--- src/hw/rtl/bdlp_pkg.sv ---
// Shared types, codes and reset values for the button debounce and long-press block.
// Depends on nothing; every other file of the block imports it.
`default_nettype none

package bdlp_pkg;

    localparam int TIME_WIDTH_DEFAULT  = 32;
    localparam int QUEUE_DEPTH_DEFAULT = 4;
    localparam int CFG_INDEX_W         = 3;
    localparam int CFG_DATA_W          = 16;

    localparam logic [15:0] DEBOUNCE_RESET   = 16'd20;
    localparam logic [15:0] LONG_PRESS_RESET = 16'd500;
    localparam logic [15:0] KEY_CODE_RESET   = 16'd0;
    localparam logic [7:0]  SOURCE_RESET     = 8'd0;

    localparam logic CMD_SCAN  = 1'b0;
    localparam logic CMD_START = 1'b1;

    typedef enum logic [1:0] {
        KIND_WHEEL = 2'd0,
        KIND_DOWN  = 2'd1,
        KIND_UP    = 2'd2,
        KIND_LONG  = 2'd3
    } t_kind;

    typedef enum logic [CFG_INDEX_W-1:0] {
        REG_DEBOUNCE   = 3'd0,
        REG_LONG_PRESS = 3'd1,
        REG_KEY_CODE   = 3'd2,
        REG_SOURCE     = 3'd3,
        REG_WHEEL_EN   = 3'd4,
        REG_BUTTON_EN  = 3'd5
    } t_reg_index;

    typedef struct packed {
        logic               command;
        logic [31:0]        now_time;
        logic signed [15:0] wheel_delta;
        logic               switch_level;
    } t_in_word;

    typedef struct packed {
        t_kind              event_kind;
        logic signed [15:0] event_delta;
        logic [15:0]        event_code;
        logic [7:0]         event_source;
        logic [31:0]        event_time;
        logic               last_event;
    } t_out_word;

    typedef struct packed {
        logic                   valid;
        logic [CFG_INDEX_W-1:0] index;
        logic [CFG_DATA_W-1:0]  data;
    } t_cfg_write;

    // The events caused by one scan, waiting to be sent in order.
    typedef struct packed {
        logic               wheel_v;
        logic               button_v;
        logic               button_up;
        logic               long_v;
        logic signed [15:0] delta;
        logic [15:0]        code;
        logic [7:0]         source;
        logic [31:0]        stamp;
    } t_bundle;

endpackage

`default_nettype wire

--- src/hw/rtl/bdlp_front.sv ---
// Front end: configuration registers, debounce and long-press state, event classification.
// Depends on bdlp_pkg; pushes one bundle per eventful scan into the queue.
`default_nettype none

module bdlp_front #(
    parameter int TIME_WIDTH = bdlp_pkg::TIME_WIDTH_DEFAULT
) (
    input  wire logic                 i_clk,
    input  wire logic                 i_rst_n,
    input  wire bdlp_pkg::t_cfg_write i_cfg,
    input  wire logic                 i_in_valid,
    input  wire bdlp_pkg::t_in_word   i_in_word,
    input  wire logic                 i_full,
    output logic                      o_push,
    output bdlp_pkg::t_bundle         o_bundle
);
    import bdlp_pkg::*;

    logic [15:0] r_debounce;
    logic [15:0] r_long_press;
    logic [15:0] r_key_code;
    logic [7:0]  r_source;
    logic        r_wheel_en;
    logic        r_button_en;

    logic                  r_raw, n_raw;
    logic                  r_stable, n_stable;
    logic                  r_press, n_press;
    logic                  r_long_sent, n_long_sent;
    logic [TIME_WIDTH-1:0] r_change_time, n_change_time;
    logic [TIME_WIDTH-1:0] r_press_time, n_press_time;

    logic                  w_accept;
    logic                  w_level;
    logic [TIME_WIDTH-1:0] w_now;
    logic [TIME_WIDTH-1:0] w_chg;
    logic [TIME_WIDTH-1:0] w_deb_diff;
    logic [TIME_WIDTH-1:0] w_press_diff;
    logic                  w_settle;
    logic                  w_wheel_v;
    logic                  w_button_v;
    logic                  w_long_v;

    always_ff @(posedge i_clk) begin
        if (!i_rst_n) begin
            r_debounce   <= DEBOUNCE_RESET;
            r_long_press <= LONG_PRESS_RESET;
            r_key_code   <= KEY_CODE_RESET;
            r_source     <= SOURCE_RESET;
            r_wheel_en   <= 1'b1;
            r_button_en  <= 1'b1;
        end else if (i_cfg.valid) begin
            case (i_cfg.index)
                REG_DEBOUNCE:   r_debounce   <= i_cfg.data;
                REG_LONG_PRESS: r_long_press <= i_cfg.data;
                REG_KEY_CODE:   r_key_code   <= i_cfg.data;
                REG_SOURCE:     r_source     <= i_cfg.data[7:0];
                REG_WHEEL_EN:   r_wheel_en   <= i_cfg.data[0];
                REG_BUTTON_EN:  r_button_en  <= i_cfg.data[0];
                default: ;
            endcase
        end
    end

    assign w_accept     = i_in_valid && !i_full;
    assign w_level      = i_in_word.switch_level;
    assign w_now        = TIME_WIDTH'(i_in_word.now_time);
    assign w_chg        = (w_level != r_raw) ? w_now : r_change_time;
    assign w_deb_diff   = w_now - w_chg;
    assign w_press_diff = w_now - r_press_time;
    assign w_settle     = (w_level != r_stable) &&
                          (w_deb_diff >= TIME_WIDTH'(r_debounce));

    always_comb begin
        n_raw         = r_raw;
        n_stable      = r_stable;
        n_press       = r_press;
        n_long_sent   = r_long_sent;
        n_change_time = r_change_time;
        n_press_time  = r_press_time;
        w_wheel_v     = r_wheel_en && (i_in_word.wheel_delta != 16'sd0);
        w_button_v    = 1'b0;
        w_long_v      = 1'b0;

        if (r_button_en) begin
            n_raw         = w_level;
            n_change_time = w_chg;
            if (w_settle) begin
                n_stable    = w_level;
                n_press     = w_level;
                n_long_sent = 1'b0;
                w_button_v  = w_level || r_press;
                if (w_level) begin
                    n_press_time = w_now;
                end
            end
            w_long_v = n_press && !n_long_sent && (r_long_press != 16'd0) &&
                       !(w_settle && w_level) &&
                       (w_press_diff >= TIME_WIDTH'(r_long_press));
            if (w_long_v) begin
                n_long_sent = 1'b1;
            end
        end

        if (i_in_word.command == CMD_START) begin
            n_raw         = r_button_en && w_level;
            n_stable      = r_button_en && w_level;
            n_press       = 1'b0;
            n_long_sent   = 1'b0;
            n_change_time = '0;
            n_press_time  = '0;
        end
    end

    always_ff @(posedge i_clk) begin
        if (!i_rst_n) begin
            r_raw         <= 1'b0;
            r_stable      <= 1'b0;
            r_press       <= 1'b0;
            r_long_sent   <= 1'b0;
            r_change_time <= '0;
            r_press_time  <= '0;
        end else if (w_accept) begin
            r_raw         <= n_raw;
            r_stable      <= n_stable;
            r_press       <= n_press;
            r_long_sent   <= n_long_sent;
            r_change_time <= n_change_time;
            r_press_time  <= n_press_time;
        end
    end

    assign o_push = w_accept && (i_in_word.command == CMD_SCAN) &&
                    (w_wheel_v || w_button_v || w_long_v);

    always_comb begin
        o_bundle.wheel_v   = w_wheel_v;
        o_bundle.button_v  = w_button_v;
        o_bundle.button_up = !w_level;
        o_bundle.long_v    = w_long_v;
        o_bundle.delta     = i_in_word.wheel_delta;
        o_bundle.code      = r_key_code;
        o_bundle.source    = r_source;
        o_bundle.stamp     = 32'(w_now);
    end

endmodule

`default_nettype wire

--- src/hw/rtl/bdlp_queue.sv ---
// Short register queue of event bundles between the front end and the emitter.
// Depends on bdlp_pkg for the bundle type.
`default_nettype none

module bdlp_queue #(
    parameter int DEPTH = bdlp_pkg::QUEUE_DEPTH_DEFAULT
) (
    input  wire logic              i_clk,
    input  wire logic              i_rst_n,
    input  wire logic              i_push,
    input  wire bdlp_pkg::t_bundle i_bundle,
    input  wire logic              i_pop,
    output logic                   o_full,
    output logic                   o_head_valid,
    output bdlp_pkg::t_bundle      o_head
);
    import bdlp_pkg::*;

    localparam int PTR_W   = $clog2(DEPTH);
    localparam int COUNT_W = $clog2(DEPTH + 1);

    t_bundle            r_mem [DEPTH];
    logic [PTR_W-1:0]   r_wr_ptr, n_wr_ptr;
    logic [PTR_W-1:0]   r_rd_ptr, n_rd_ptr;
    logic [COUNT_W-1:0] r_count, n_count;

    assign o_full       = (r_count == COUNT_W'(DEPTH));
    assign o_head_valid = (r_count != '0);
    assign o_head       = r_mem[r_rd_ptr];

    always_comb begin
        n_wr_ptr = r_wr_ptr;
        n_rd_ptr = r_rd_ptr;
        n_count  = r_count;
        if (i_push) begin
            n_wr_ptr = (r_wr_ptr == PTR_W'(DEPTH - 1)) ? '0 : r_wr_ptr + 1'b1;
        end
        if (i_pop) begin
            n_rd_ptr = (r_rd_ptr == PTR_W'(DEPTH - 1)) ? '0 : r_rd_ptr + 1'b1;
        end
        if (i_push && !i_pop) begin
            n_count = r_count + 1'b1;
        end else if (i_pop && !i_push) begin
            n_count = r_count - 1'b1;
        end
    end

    always_ff @(posedge i_clk) begin
        if (!i_rst_n) begin
            r_wr_ptr <= '0;
            r_rd_ptr <= '0;
            r_count  <= '0;
        end else begin
            r_wr_ptr <= n_wr_ptr;
            r_rd_ptr <= n_rd_ptr;
            r_count  <= n_count;
        end
    end

    always_ff @(posedge i_clk) begin
        if (i_push) begin
            r_mem[r_wr_ptr] <= i_bundle;
        end
    end

endmodule

`default_nettype wire

--- src/hw/rtl/bdlp_back.sv ---
// Back end: splits the head bundle into registered event words, one a cycle unless stalled.
// Depends on bdlp_pkg for the bundle and output word types.
`default_nettype none

module bdlp_back (
    input  wire logic              i_clk,
    input  wire logic              i_rst_n,
    input  wire logic              i_head_valid,
    input  wire bdlp_pkg::t_bundle i_head,
    output logic                   o_pop,
    output logic                   o_out_valid,
    output bdlp_pkg::t_out_word    o_out_word,
    input  wire logic              i_out_stall
);
    import bdlp_pkg::*;

    logic      r_valid, n_valid;
    logic [2:0] r_done, n_done;
    t_out_word r_word, n_word;

    logic       w_load;
    logic [2:0] w_pend;
    logic [2:0] w_sel;
    logic       w_last;

    assign w_load = !r_valid || !i_out_stall;
    assign w_pend = {i_head.long_v, i_head.button_v, i_head.wheel_v} & ~r_done &
                    {3{i_head_valid}};

    always_comb begin
        if (w_pend[0]) begin
            w_sel = 3'b001;
        end else if (w_pend[1]) begin
            w_sel = 3'b010;
        end else begin
            w_sel = {w_pend[2], 2'b00};
        end
        w_last = (w_pend & ~w_sel) == 3'b000;

        n_valid = r_valid;
        n_done  = r_done;
        n_word  = r_word;
        o_pop   = 1'b0;
        if (w_load) begin
            n_valid = (w_pend != 3'b000);
            n_word.event_source = i_head.source;
            n_word.event_time   = i_head.stamp;
            n_word.last_event   = w_last;
            if (w_sel[0]) begin
                n_word.event_kind  = KIND_WHEEL;
                n_word.event_delta = i_head.delta;
                n_word.event_code  = 16'd0;
            end else begin
                n_word.event_kind  = w_sel[1] ? (i_head.button_up ? KIND_UP : KIND_DOWN)
                                              : KIND_LONG;
                n_word.event_delta = 16'sd0;
                n_word.event_code  = i_head.code;
            end
            if (w_pend != 3'b000) begin
                o_pop  = w_last;
                n_done = w_last ? 3'b000 : (r_done | w_sel);
            end
        end
    end

    always_ff @(posedge i_clk) begin
        if (!i_rst_n) begin
            r_valid <= 1'b0;
            r_done  <= 3'b000;
        end else begin
            r_valid <= n_valid;
            r_done  <= n_done;
        end
    end

    always_ff @(posedge i_clk) begin
        r_word <= n_word;
    end

    assign o_out_valid = r_valid;
    assign o_out_word  = r_word;

endmodule

`default_nettype wire

--- src/hw/rtl/button_debounce_long_press.sv ---
// Top level of the debounced button with long-press detection and wheel events.
// Depends on bdlp_pkg, bdlp_front, bdlp_queue and bdlp_back.
//
//   Channel   Signals                                   Moves
//   input     i_in_valid / o_in_stall / i_in_word       one scan or start word
//   output    o_out_valid / i_out_stall / o_out_word    one event word
//   config    i_cfg_valid / o_cfg_ready / index, data   one register write
//
// A scan word is classified in the cycle it is accepted; a new one may follow every cycle
// while the bundle queue has room. The emitter sends one event word a cycle unless the output
// stalls; a scan causes up to two events, each sent as its own word from the output register.
// Reset is synchronous and clears all control state; configuration returns to its defaults.
// Input stall rises only when the queue is full; a stalled output word holds its value.
`default_nettype none

module button_debounce_long_press #(
    parameter int TIME_WIDTH  = bdlp_pkg::TIME_WIDTH_DEFAULT,
    parameter int QUEUE_DEPTH = bdlp_pkg::QUEUE_DEPTH_DEFAULT
) (
    input  wire logic                               i_clk,
    input  wire logic                               i_rst_n,
    input  wire logic                               i_in_valid,
    output logic                                    o_in_stall,
    input  wire bdlp_pkg::t_in_word                 i_in_word,
    output logic                                    o_out_valid,
    input  wire logic                               i_out_stall,
    output bdlp_pkg::t_out_word                     o_out_word,
    input  wire logic                               i_cfg_valid,
    output logic                                    o_cfg_ready,
    input  wire logic [bdlp_pkg::CFG_INDEX_W-1:0]   i_cfg_index,
    input  wire logic [bdlp_pkg::CFG_DATA_W-1:0]    i_cfg_data
);
    import bdlp_pkg::*;

    t_cfg_write w_cfg;
    logic       w_push;
    t_bundle    w_bundle;
    logic       w_full;
    logic       w_pop;
    logic       w_head_valid;
    t_bundle    w_head;

    assign o_cfg_ready = 1'b1;
    assign w_cfg.valid = i_cfg_valid;
    assign w_cfg.index = i_cfg_index;
    assign w_cfg.data  = i_cfg_data;
    assign o_in_stall  = w_full;

    bdlp_front #(
        .TIME_WIDTH(TIME_WIDTH)
    ) u_front (
        .i_clk      (i_clk),
        .i_rst_n    (i_rst_n),
        .i_cfg      (w_cfg),
        .i_in_valid (i_in_valid),
        .i_in_word  (i_in_word),
        .i_full     (w_full),
        .o_push     (w_push),
        .o_bundle   (w_bundle)
    );

    bdlp_queue #(
        .DEPTH(QUEUE_DEPTH)
    ) u_queue (
        .i_clk        (i_clk),
        .i_rst_n      (i_rst_n),
        .i_push       (w_push),
        .i_bundle     (w_bundle),
        .i_pop        (w_pop),
        .o_full       (w_full),
        .o_head_valid (w_head_valid),
        .o_head       (w_head)
    );

    bdlp_back u_back (
        .i_clk        (i_clk),
        .i_rst_n      (i_rst_n),
        .i_head_valid (w_head_valid),
        .i_head       (w_head),
        .o_pop        (w_pop),
        .o_out_valid  (o_out_valid),
        .o_out_word   (o_out_word),
        .i_out_stall  (i_out_stall)
    );

    a_pop_gives_last: assert property (@(posedge i_clk) disable iff (!i_rst_n)
        w_pop |=> (o_out_valid && o_out_word.last_event))
        else $error("queue head retired without a final event word");

    a_pop_needs_head: assert property (@(posedge i_clk) disable iff (!i_rst_n)
        w_pop |-> w_head_valid)
        else $error("queue popped while empty");

    a_wheel_fields: assert property (@(posedge i_clk) disable iff (!i_rst_n)
        (o_out_valid && o_out_word.event_kind == KIND_WHEEL) |->
            (o_out_word.event_code == 16'd0))
        else $error("wheel event carries a key code");

    a_button_fields: assert property (@(posedge i_clk) disable iff (!i_rst_n)
        (o_out_valid && o_out_word.event_kind != KIND_WHEEL) |->
            (o_out_word.event_delta == 16'sd0))
        else $error("button event carries a wheel delta");

endmodule

`default_nettype wire
--- config.mk ---
export PLATFORM = sky130hd
export DESIGN_NAME = button_debounce_long_press
export DESIGN_NICKNAME = d
export VERILOG_FILES = /design/src/hw/rtl/bdlp_pkg.sv /design/src/hw/rtl/bdlp_front.sv /design/src/hw/rtl/bdlp_queue.sv /design/src/hw/rtl/bdlp_back.sv /design/src/hw/rtl/button_debounce_long_press.sv
export SDC_FILE = /design/constraint.sdc
export NUM_CORES = 1
export LEC_CHECK = 0
export BUFFER_PORTS_ARGS = -buffer_cell sky130_fd_sc_hd__buf_2
export CAP_MARGIN = 5
export CELL_PAD_IN_SITES_DETAIL_PLACEMENT = 1
export CELL_PAD_IN_SITES_GLOBAL_PLACEMENT = 2
export CORE_MARGIN = 2
export CORE_UTILIZATION = 42
export DETAILED_ROUTE_END_ITERATION = 8
export PLACE_DENSITY = 0.85
export SLEW_MARGIN = 15
export SYNTH_ARGS = -nofsm -noshare
export SYNTH_HDL_FRONTEND = slang
export SYNTH_SLANG_ARGS = --single-unit
--- constraint.sdc ---
create_clock -name i_clk -period 17.2 [get_ports i_clk]
set_clock_uncertainty 0.1 [all_clocks]
set_input_delay 1.72 -clock i_clk [delete_from_list [all_inputs] [get_ports i_clk]]
set_output_delay 1.72 -clock i_clk [all_outputs]
set_load 0.005 [all_outputs]
Word level (Yosys, flattened, before mapping)
Memory sizes are Yosys's and may differ from the RTL's. A register that Yosys moved wholly into a read port is not among the register bits. Cells that the tools add are included.

Register bits: 212. Memory bits (writable): 304. Output and inout bits: 78. Logic and storage cells: 133. Memories: 1.

$add $sub $neg: 6. $lt $le $gt $ge: 2. Equal/unequal tests: 10. Multiplexer cells: 39. Bitwise operators: 7. Reductions and logical operators: 45.

Memory list: u_queue.r_mem (depth 4, bits a word 76, read ports 1, clocked after memory_dff 1, write ports 1, RTL line bdlp_queue.sv:22) `t_bundle r_mem [DEPTH];`.

Operators by type and width (number): $mux 32 (7); $ge 32x16->1 (2); $sub 32x32->32 (2); $reduce_bool 16->1 (2); $mux 1 (21); $reduce_and 2->1 (8); $mux 3 (5); $logic_and 1x1->1 (13); $mux 2 (6); $and 3x3->3 (3); $eq 3x3->1 const B (3); $logic_not 1->1 (8); $reduce_bool 2->1 (4); $eq 3x2->1 const B (2); $logic_not 3->1 (2); $not 3->3 (2); $reduce_bool 3->1 (2); $add 2x1->2 const B (2); $eq 2x2->1 const B (2); $logic_or 1x1->1 (4); $reduce_and 4->1 (1); $add 3x1->3 const B (1); $eq 3x1->1 const B (1); $or 3x3->3 (1); 4 further kinds (5).

Depth between registers and ports, before layout
Gate-level depths: netlist of run 1.

Depth after elaboration: 19. Gate-level depth with buffers: 30.

Hierarchy
Synthesis of run 1 repeated with hierarchy kept, for this count alone.

Cells, all modules: 1878. Area, all modules: 24469.7 um^2.

By module, submodules not included: bdlp_queue (instances 1, cells an instance 441, area each 11469.8 um^2, seq. area each 9308.9 um^2); bdlp_front (instances 1, cells an instance 1295, area each 10249.8 um^2, seq. area each 2522.4 um^2); bdlp_back (instances 1, cells an instance 140, area each 2738.9 um^2, seq. area each 2332.2 um^2); button_debounce_long_press (instances 1, cells an instance 2, area each 11.3 um^2, seq. area each 0.0 um^2).

Worst setup path after synthesis of run 1
OpenSTA, ideal clock, no wires.

Path kind: input to register. Start point: input i_in_word[0] in the netlist's numbering. End point: memory u_queue.r_mem[0][0] in the netlist's numbering (enable). Library setup time: 0.625 ns. Arrival time: 11.878 ns. Data required time: 16.475 ns. Slack: 4.597 ns. Cell stages on the path: 23. Path through: buf_2 > xor2_2 > clkbuf_1 > mux2i_1 > ha_1 > a21oi_1 > o221a_2 > o21ai_0 > a21boi_0 > o21bai_1 > a21oi_1 > xnor2_1 > ha_1 > a211oi_1 > nor2_1 > a2111oi_1 > o2111ai_1 > a2111oi_1 > o211a_1 > nand4_4 > nor4_2 > o22ai_2 > a21boi_0.

Cells in the longest elaborated chain, start to end: 17. Elaborated cells between the ends (all ways): 26. Those cells by class: 1 x add/sub; 1 x order compare; 2 x eq/ne; 10 x mux; 12 x reduce/logical.

Ends and longest elaborated chain: from (decl) (RTL line button_debounce_long_press.sv:24) `input wire bdlp_pkg::t_in_word i_in_word,`; $ne 1x1->1 (RTL line bdlp_front.sv:68) `assign w_chg = (w_level != r_raw) ? w_now : r_change_time;`; $mux 32 (RTL line bdlp_front.sv:68); $sub 32x32->32 (RTL line bdlp_front.sv:69) `assign w_deb_diff = w_now - w_chg;`; $ge 32x16->1 (RTL line bdlp_front.sv:72) `(w_deb_diff >= TIME_WIDTH'(r_debounce));`; $logic_and 1x1->1 (RTL line bdlp_front.sv:71) `assign w_settle = (w_level != r_stable) &&`; $mux 1 (RTL line bdlp_front.sv:88) `if (w_settle) begin`; $mux 1 (RTL line bdlp_front.sv:85) `if (r_button_en) begin`; $logic_not 1->1 (RTL line bdlp_front.sv:97) `w_long_v = n_press && !n_long_sent && (r_long_press != 16'd0) &&`; $logic_and 1x1->1 (3 in a row) (RTL line bdlp_front.sv:97); $logic_and 1x1->1 (RTL line bdlp_front.sv:98) `!(w_settle && w_level) &&`; $mux 1 (RTL line bdlp_front.sv:85); $logic_or 1x1->1 (*) (RTL line bdlp_front.sv:134) `(w_wheel_v || w_button_v || w_long_v);`; $logic_and 1x1->1 (*) (RTL line bdlp_front.sv:133) `assign o_push = w_accept && (i_in_word.command == CMD_SCAN) &&`; $mux 1 (*) (RTL line bdlp_queue.sv:61) `if (i_push) begin`; $mux 1 (implied by the code) (*) (RTL line bdlp_queue.sv:62) `r_mem[r_wr_ptr] <= i_bundle;`; to (decl) (RTL line bdlp_queue.sv:22).

Mark *: on every way between the ends. The rest lies on a longest branch, timed or not. The select of a mux whose other input is x is not followed.

Worst setup path after layout of run 1
Start point: input i_in_word[0] in the netlist's numbering. End point: memory u_queue.r_mem[3][3] in the netlist's numbering (enable).

Same word-level chain as after synthesis.

==> results.yml, run 1 <==
setup_path:
  r2r_start: "u_front.r_raw"
  arrival_ns: 9.27
  worstPathRequired_ns: 17.31
  reg2reg_depth: 25
  cp_max_fo: 55
  start_kind: "input pin"
  endpoint_kind: "flip-flop"
  crit_type: "input pin to flip-flop"
  startpoint: "i_in_word[0]"
sta:
  clock.fmax_ghz: 0.109
  setup_tns_ns: 0
  finalSetupViolCount: 0
  slew_violations: 0
  min_period_ns: 9.16
  relSlewSlack_pct: 22.8
  rsz0062_at_grt: "no"
  worst_pin_slew_ns: 1.16
  hold_ws_ns: 0.363
  fin_ws_ns: 8.04
  post-route-period-util_pct: 53.3
  finalHoldViolations: 0
grt:
  grt_pass1_vias: 17600
  grt_max_degree: 79
  grt_pass1_wl_mm: 104
  antenna_found_initial: 4
  grtUsageTotal_pct: 22.6
  gr-total-overflow: 0
clock_network:
  cts_setup_buffers: 0
  ctsResizeCount: 0
  clk_pin_slew_worst_paths_ns: 0.06
  cts_buffers: 53
  cts_tree: "yes"
  clkLatencyLatePin_ns: 0.61
  cts_max_level: 2
  cts_hold_buf: 0
  clock-sinks: 518
  clockBufferDepth: 3
  clock-root-buffer: "clkbuf_16"
cells_and_area:
  drive_above_1_share_pct: 17.2
  layout-area-overhead-vs-synth_pct: 13.4
  post-route-util_pct: 48.3
  nNetsFinal: 2247
  regArea_sq_um: 14200
  fillers: 5941
  multi_input_area_sq_um: 9310
synthesis:
  ys_warn_count: 0
  synth_edf_count: 379
  synth_cells: 1945
  synth_ff_type: "edfxtp_1"
  seq_area_frac_synth_pct: 58.7
  syn-num-nets: 2122
  synth-async-reset-ratio_pct: 0
  synthesis.area_sq_um: 24100
  post_synth.cell_area_avg_sq_um: 12.4
  ys_types: 91
  ys_ff_latch: 518
die:
  die-area_sq_um: 59400
  ioPinCount: 152
  rows: 87
  die_h_um: 244
  coreArea_sq_um: 56600
  start_util_pct: 42.6
  die_x_um: 244
job:
  maxCapViolations: 0
routing:
  drt-wirelength-per-cell_um: 23.3
  drt_iter0_drc: 1022
  ant_nets: 0
  vias: 16400
  drcViolationCount: 0
  dr.pass1.iters: 5
  drt-total-wl_mm: 66.8
  vias_per_cell: 5.72
run_status:
  outcome: "completed"
pwr:
  p_sw_share_pct: 29.8
  internal_power_mw: 2.56
  power.leakage_nw: 9.66
  clkPwrFrac_pct: 31.0
  p_comb_share_pct: 24.3
  power_density_nw_per_um2: 133
  seq_power_share_pct: 44.8
  ir_drop_v: 0.0000720
  switching_power_mw: 1.08
min_path:
  worstHoldPathType: "flip-flop to flip-flop"
  min_from: "u_front.r_debounce[11]"
  min_path_cells: 2
placement:
  dpl.hpwl_mm: 45.5
  io_buffers: 150
  gp_congestion: 0.858
  post-place-ws_ns: 7.49
power groups by stage:
stage / clock [mW] / combinational [mW] / sequential (mW)
2_1_floorplan: 0 / 0.571 / 1.64
3_3_place_gp: 0 / 0.827 / 1.67
3_5_place_dp: 0 / 0.861 / 1.68
4_1_cts: 1.15 / 0.873 / 1.66
5_1_grt: 1.20 / 0.966 / 1.65
6_report: 1.13 / 0.884 / 1.63
state kept, by name, indices dropped and copies added, names as in the netlist, 2 cells and up, named ones only:
name / count
u_front.r_change_time: 32
u_back.o_out_word: 75
u_queue.r_mem: 304
u_queue.r_count: 3
u_front.r_press_time: 32
u_front.r_debounce: 16
u_back.r_done: 3
u_front.r_source: 8
u_front.r_key_code: 16
u_queue.r_rd_ptr: 2
u_queue.r_wr_ptr: 2
u_front.r_long_press: 16
final cells by class:
type | instances | area share (%)
tap | 756 | 3.46
clock inverter | 27 | 0.810
multi-input combinational | 1245 | 34.0
sequential | 518 | 51.8
timing repair buffer | 165 | 3.23
antenna | 1 | 0.00915
clock buffer | 72 | 5.45
inverter | 87 | 1.20
cells by family (layout without fill, tap and decap cells):
kind of cell    Yosys count  in the layout  share of synthesized area, %
xor+xnor                 45             45                          1.70
buf+inv                 182            351                          2.97
compound gates          425            425                          11.3
mux                     121            121                          8.88
other cells               1              2                        0.0156
flops                   518            518                          58.7
simple gates            550            550                          11.0
fa+ha+maj               103            103                          5.44
per-layer routing:
metal	global-route usage, %	routed length (um)
met5	0	22
met4	6.35	1560
met3	3.33	2790
met2	38.5	32800
met1	30.1	29600
synthesized netlist by cell type (4+ instances only):
library cell    n  area (sq um)
or3_1          10          62.6
nand4_1        22           138
a21o_1         22           165
o21a_1         15           113
xnor2_1        25           219
o211ai_1       25           188
o211a_1         4          40.0
inv_1          86           323
ha_1          100          1250
edfxtp_1      379         11400
and2_1         20           125
o221ai_1        4          35.0
a21boi_0        8          60.1
o21ai_0        53           265
buf_1          12          45.0
nand2b_1        7          43.8
and4b_1         4          40.0
nor3_1         15          75.1
dfxtp_1       139          2780
and3_1          7          43.8
nor2_1        125           469
nor2b_1        26           163
xor2_1         18           158
nand3b_1        6          45.0
o21bai_1        9          67.6
a21oi_1       192           961
nor4_1         10          62.6
buf_2          14          70.1
nand2_1       182           683
and4_1          5          43.8
nand3_1        92           460
mux2i_1        44           440
a211oi_1       22           165
mux4_2         74          1670
a31oi_1        13          81.3
clkbuf_1       66           248
critical path, cell delays in order:
cell and delay (ns):
buf_2 0.21, xor2_4 0.20, buf_4 0.53, mux2_2 0.29, ha_1 0.18, inv_1 0.06, fa_1 0.39, a21oi_1 0.24
o221a_2 0.29, o21ai_0 0.15, a21boi_0 0.31, o21bai_1 0.09, a21oi_1 0.19, xnor2_1 0.09, ha_1 0.19, a211oi_1 0.24
nor2_1 0.09, a2111oi_1 0.30, o2111ai_1 0.18, a2111oi_1 0.31, o211a_1 0.25, nand4_4 0.16, nor4_2 0.53, o22ai_2 0.31
a21boi_4 0.83, buf_4 0.78
final timing paths:
path	to	slack (ns)
hold / removal	u_front.r_debounce[11]	0.36
hold reg to reg	u_front.r_debounce[11]	0.36
setup reg to reg	u_queue.r_mem[3][3]	8.91
setup / recovery	u_queue.r_mem[3][3]	8.04
stage by stage:
stage	instance area [sq um]	cells	power, mW
3_5_place_dp	25600	2770	2.54
3_3_place_gp	25600	2770	2.49
6_report	27400	2871	3.64
2_1_floorplan	24100	1945	2.21
4_1_cts	27300	2869	3.68
5_1_grt	27400	2871	3.82
cell usage in the layout (no fill, tap or decap), types with 26 or more instances in the layout:
cell type  instances
inv_1             85
mux2i_1           44
nand2_1          181
nand3_1           92
edfxtp_1         379
ha_1             100
mux4_2            74
a21oi_1          192
dfxtp_1          137
clkbuf_16         55
nor2_1           124
o21ai_0           53
buf_2            150
nor2b_1           26
Power figures use the tool's default switching activity.
==> run 2, diff against run 1 <==
Settings changed: ABC_AREA from default to 1, CORE_UTILIZATION 42 to 35, PLACE_DENSITY 0.85 to 0.83.
Clock period 17.2 ns to 8.1 ns, I/O delays scaled along.
==> results.yml, run 2 <==
sta:
  finalSetupViolCount: 0
  slew_violations: 0
  min_period_ns: 6.52
  finalHoldViolations: 0
  worst_pin_slew_ns: 1.12
  setup_tns_ns: 0
  post-route-period-util_pct: 80.5
  clock.fmax_ghz: 0.153
  rsz0062_at_grt: "no"
  relSlewSlack_pct: 25.1
cells_and_area:
  nNetsFinal: 3118
  layout_common_cells: "560 x nand2_1, 416 x nor2_1, 379 x edfxtp_1"
  fillers: 8329
  layout-area-overhead-vs-synth_pct: 14.7
  drive_above_1_share_pct: 11.3
  fin_area_sq_um: 29000
  largest_reg_flops: 304
  top_register: "u_queue.r_mem"
  post-route-util_pct: 40.6
  finalNonFillerCells: 3938
  layout_commonest_cell: "nand2_1"
setup_path:
  crit_family: "simple AND/OR/NAND/NOR gates"
  worst-path-buf-inv: 5
  start_kind: "input pin"
  worstPathRequired_ns: 8.50
  cp_max_fo: 19
  critPathMaxStageDelay_ns: 0.55
  crit_type: "input pin to flip-flop"
  endpoint_kind: "flip-flop"
  cp_slowest_cell: "nand2_2"
  r2r_start: "u_front.r_raw"
  reg2reg_depth: 36
  arrival_ns: 6.91
  r2r_slack_ns: 1.73
  cp_common_cell: "nand2_1"
  regToRegEndpoint: "u_queue.r_count[2]"
die:
  ioPinCount: 152
  start_util_pct: 35.4
  coreArea_sq_um: 71500
  die-area_sq_um: 74500
  rows: 98
  die_x_um: 273
  die_h_um: 273
routing:
  dr.pass1.iters: 4
  ant_nets: 0
  drt_iter0_drc: 1228
  vias: 20000
  drt-total-wl_mm: 78.5
  drt-wirelength-per-cell_um: 19.9
  drcViolationCount: 0
  vias_per_cell: 5.09
job:
  maxCapViolations: 0
synthesis:
  post_synth.cell_area_avg_sq_um: 9.02
  synth_top_area_cell: "edfxtp_1"
  synthesis.area_sq_um: 25300
  ys_ff_latch: 518
  synth_ff_type: "edfxtp_1"
  synth_edf_count: 379
  synth-async-reset-ratio_pct: 0
  synth_commonest_cells: "561 x nand2_1, 420 x nor2_1, 379 x edfxtp_1"
  synth_top_area_share_pct: 45.0
  ys_warn_count: 0
  ys_types: 48
  synth_cells: 2806
  yosysMostFrequentCell: "nand2_1"
  syn-num-nets: 2983
  synth_area_leaders: "edfxtp_1 45%, dfxtp_1 11%, nand2_1 8.3%"
  seq_area_frac_synth_pct: 56.0
min_path:
  worstHoldPathType: "input pin to flip-flop"
  min_from: "i_in_word[6]"
  min_path_cells: 1
  hold_end: "u_queue.r_mem[0][61]"
placement:
  io_buffers: 150
  gp_congestion: 0.862
  dpl.hpwl_mm: 55.8
  dpl_cell_area_sq_um: 27100
  dpl.cell_count: 3834
clock_network:
  cts_buffers: 55
  clkLatencyLatePin_ns: 0.61
  cts_tree: "yes"
  clock-root-buffer: "clkbuf_16"
  ctsResizeCount: 0
  clockBufferDepth: 3
  clock-sinks: 518
  cts_hold_buf: 0
  clk_pin_slew_worst_paths_ns: 0.07
  cts_max_level: 2
  cts_setup_buffers: 0
run_status:
  outcome: "completed"
grt:
  grt_max_degree: 101
  grt_pass1_vias: 21600
  grtUsageTotal_pct: 21.0
  gr-total-overflow: 0
  grt_pass1_wl_mm: 122
  antenna_found_initial: 2
pwr:
  power_density_nw_per_um2: 291
  power.total_mw: 8.44
  power.leakage_nw: 12.2
  ir_drop_v: 0.000221
==> run 2: cell count changes after synthesis, sizes merged, moves of 20 or more <==
cell / delta
a211oi: -20
a21o: -20
inv: +286
mux4: -74
nand2: +386
nand3: -24
nor2: +298
nor2b: -26
nor3: +35
o21ai: +159
o22ai: +54
xnor2: -25
==> run 2: worst max path at each step <==
stage / depth (start not counted) / start / end / slack (ns)
floorplan: 30 / i_in_word[0] / u_queue.r_mem[0][0] / -0.16
global placement: 37 / i_in_word[0] / u_queue.r_count[2] / 1.25
detailed placement: 37 / i_in_word[0] / u_queue.r_count[2] / 1.05
CTS: 37 / i_in_word[0] / u_queue.r_count[2] / 1.67
global route: 37 / i_in_word[0] / u_queue.r_count[2] / 1.13
finish: 37 / i_in_word[0] / u_queue.r_count[2] / 1.58
==> run 2: worst reg2reg max path, delay by kind of cell (launching register included) <==
kind / cells / cell delay, ns
simple gates: 19 / 2.65
compound gates: 7 / 1.21
xor+xnor: 1 / 0.20
flops: 1 / 0.32
buf+inv: 4 / 0.33
fa+ha+maj: 5 / 1.45
==> run 2: cell type report <==
cell class | count | area [sq um] | area share (%)
antenna | 1 | 2.50 | 0.00862
clock buffer | 74 | 1540 | 5.32
inverter | 374 | 1410 | 4.85
sequential | 518 | 14200 | 48.8
clock inverter | 29 | 347 | 1.19
tap | 950 | 1190 | 4.10
multi-input combinational | 1818 | 9380 | 32.3
timing repair buffer | 174 | 981 | 3.38
==> run 2: stage by stage <==
step	worst slack [ns]	hold slack [ns]
final	1.58	0.343
after global routing	1.13	0.326
after CTS	1.67	0.310
after detailed placement	1.05	0.360
after global placement	1.25	0.352
after floorplan	-0.155	0.335
==> run 2: power breakdown <==
| group | internal (mW) | leakage (nW) | switching (mW) |
|---|---|---|---|
| Sequential | 3.26 | 4.62 | 0.174 |
| Combinational | 0.772 | 6.66 | 1.61 |
| Clock | 1.54 | 0.937 | 1.09 |
| Total | 5.57 | 12.2 | 2.87 |
==> run 2: cells by family after synthesis <==
logic type               Yosys count  synth area share, %
AND/OR/NAND/NOR                 1154                 18.4
flip-flops                       518                 56.0
AO/OA/AOI/OAI                    500                 11.0
buffers and inverters            470                 7.16
adder cells (fa/ha/maj)          103                 5.18
XOR/XNOR                          30                 1.04
multiplexers                      30                 1.19
other                              1               0.0148
==> run 2: layer usage <==
layer | vias to the layer above | share of wire [%] | global-route usage [%] | routed length [um]
met2 | 303 | 50 | 38.0 | 39400
met5 | - | 0.015 | 0 | 12
met3 | 98 | 3.0 | 2.29 | 2340
li1 | 9598 | - | - | -
met4 | 2 | 1.8 | 4.80 | 1420
met1 | 10000 | 45 | 26.9 | 35300
==> run 3, diff against run 2 <==
Clock period 8.1 ns to 5.75 ns, I/O delays scaled along.
==> results.yml, run 3 (synthesized netlist as in run 2, its figures left out) <==
setup_path:
  worst-path-buf-inv: 4
  reg2reg_depth: 36
  startpoint: "u_front.r_raw"
  r2r_slack_ns: 0.47
  arrival_ns: 5.67
  crit_family: "simple AND/OR/NAND/NOR gates"
  cp.depth: 36
  start_kind: "flip-flop"
  crit_end: "u_queue.r_count[2]"
  r2r_start: "u_front.r_raw"
  cp_max_fo: 5
  worstPathRequired_ns: 6.14
  critPathMaxStageDelay_ns: 0.40
  cp_slowest_cell: "fa_1"
  regToRegEndpoint: "u_queue.r_count[2]"
  endpoint_kind: "flip-flop"
  crit_type: "flip-flop to flip-flop"
clock_network:
  clock-root-buffer: "clkbuf_16"
  cts_hold_buf: 0
  clk_pin_slew_worst_paths_ns: 0.06
  clockBufferDepth: 3
  cts_max_level: 2
  clock-sinks: 518
  cts_tree: "yes"
  cts_buffers: 55
  clkLatencyLatePin_ns: 0.62
sta:
  relSlewSlack_pct: 22.8
  slew_violations: 0
  finalSetupViolCount: 0
  worst_pin_slew_ns: 1.16
  finalHoldViolations: 0
  post-route-period-util_pct: 91.8
  min_period_ns: 5.28
  fin_ws_ns: 0.471
  hold_ws_ns: 0.0936
  clock.fmax_ghz: 0.189
pwr:
  internal_power_mw: 7.85
  clkPwrFrac_pct: 30.4
  ir_drop_v: 0.000304
  switching_power_mw: 4.03
  p_comb_share_pct: 29.0
  power.leakage_nw: 12.5
  power.total_mw: 11.9
  power_density_nw_per_um2: 401
  seq_power_share_pct: 40.6
  p_sw_share_pct: 33.9
placement:
  dpl.hpwl_mm: 56.7
  post-place-ws_ns: -0.156
  io_buffers: 150
  gp_congestion: 0.878
grt:
  grt_pass1_wl_mm: 120
  grtUsageTotal_pct: 20.8
  antenna_found_initial: 9
  grt_pass1_vias: 21300
  grt_max_degree: 102
  gr-total-overflow: 0
min_path:
  worstHoldPathType: "input pin to flip-flop"
  min_from: "i_in_word[3]"
  min_path_cells: 1
cells_and_area:
  drive_above_1_share_pct: 13.2
  top_register: "u_queue.r_mem"
  post-route-util_pct: 41.5
  nNetsFinal: 3170
  layout_commonest_cell: "nand2_1"
  layout-area-overhead-vs-synth_pct: 17.1
  layout_common_cells: "558 x nand2_1, 415 x nor2_1, 379 x edfxtp_1"
  largest_reg_flops: 304
die:
  start_util_pct: 35.4
  ioPinCount: 152
  die_h_um: 273
  rows: 98
  die-area_sq_um: 74500
  die_x_um: 273
  coreArea_sq_um: 71500
routing:
  drt_iter0_drc: 1072
  drt-wirelength-per-cell_um: 19.5
  ant_nets: 0
  vias: 20000
  vias_per_cell: 5.00
  drcViolationCount: 0
  dr.pass1.iters: 5
  drt-total-wl_mm: 77.9
run_status:
  outcome: "completed"
job:
  maxCapViolations: 0
-- run 3: worst reg2reg max path: cells and delay by family, from the launching register on --
family	cells	cell delay [ns]
AOI/OAI and AO/OA	8	1.06
xor gates and xnor gates	1	0.18
adders and majority gates	5	1.39
buffers and inverters	4	0.30
DFF	1	0.31
and+or+nand+nor	18	1.84
-- run 3: worst min-delay path by stage --
stage	endpoint	slack, ns
after floorplan	u_front.r_debounce[10]	0.34
after global placement	u_front.r_press	0.35
after detailed placement	u_front.r_wheel_en	0.36
after CTS	u_queue.r_mem[3][61]	0.07
after global routing	u_queue.r_mem[1][58]	0.09
final	u_queue.r_mem[1][58]	0.09
-- run 3: routing by layer --
layer,global-route usage [%],vias to the layer above,share of wire (%)
li1,-,9712,-
met1,26.4,9794,44
met2,36.8,333,49
met3,3.04,115,4.1
met4,5.67,8,2.4
met5,0,-,0.080
-- run 3: area by class of cell --
type	count	area, sq um
fillers	8295	41800
clock buffers	81	1580
multi-input cells	1818	9450
flip-flops and latches	518	14200
inverters	374	1410
repair buffers	226	1550
well taps	950	1190
diodes	6	15.0
clock inverters	23	284
-- run 3: metrics by stage --
stage | std cells | setup TNS (ns) | cell area, sq um
after floorplan | 2806 | 0 | 25300
after global placement | 3882 | 0 | 27700
after detailed placement | 3882 | -0.156 | 27700
after CTS | 3986 | 0 | 29500
after global routing | 3991 | -0.0496 | 29600
final | 3996 | 0 | 29600
-- run 3: power groups by stage --
stage / clock [mW] / sequential (mW) / combinational, mW
detailed placement: 0 / 4.91 / 3.45
global placement: 0 / 4.87 / 3.30
finish: 3.61 / 4.82 / 3.45
floorplan: 0 / 4.83 / 2.15
CTS: 3.69 / 4.83 / 3.47
global route: 3.84 / 4.87 / 3.90
-- run 3: timing repair --
| action | in CTS | in global routing |
|---|---|---|
| gates resized for setup | 0 | 20 |
| buffers inserted | 0 | 4 |
| setup endpoints to repair | 0 | 91 |
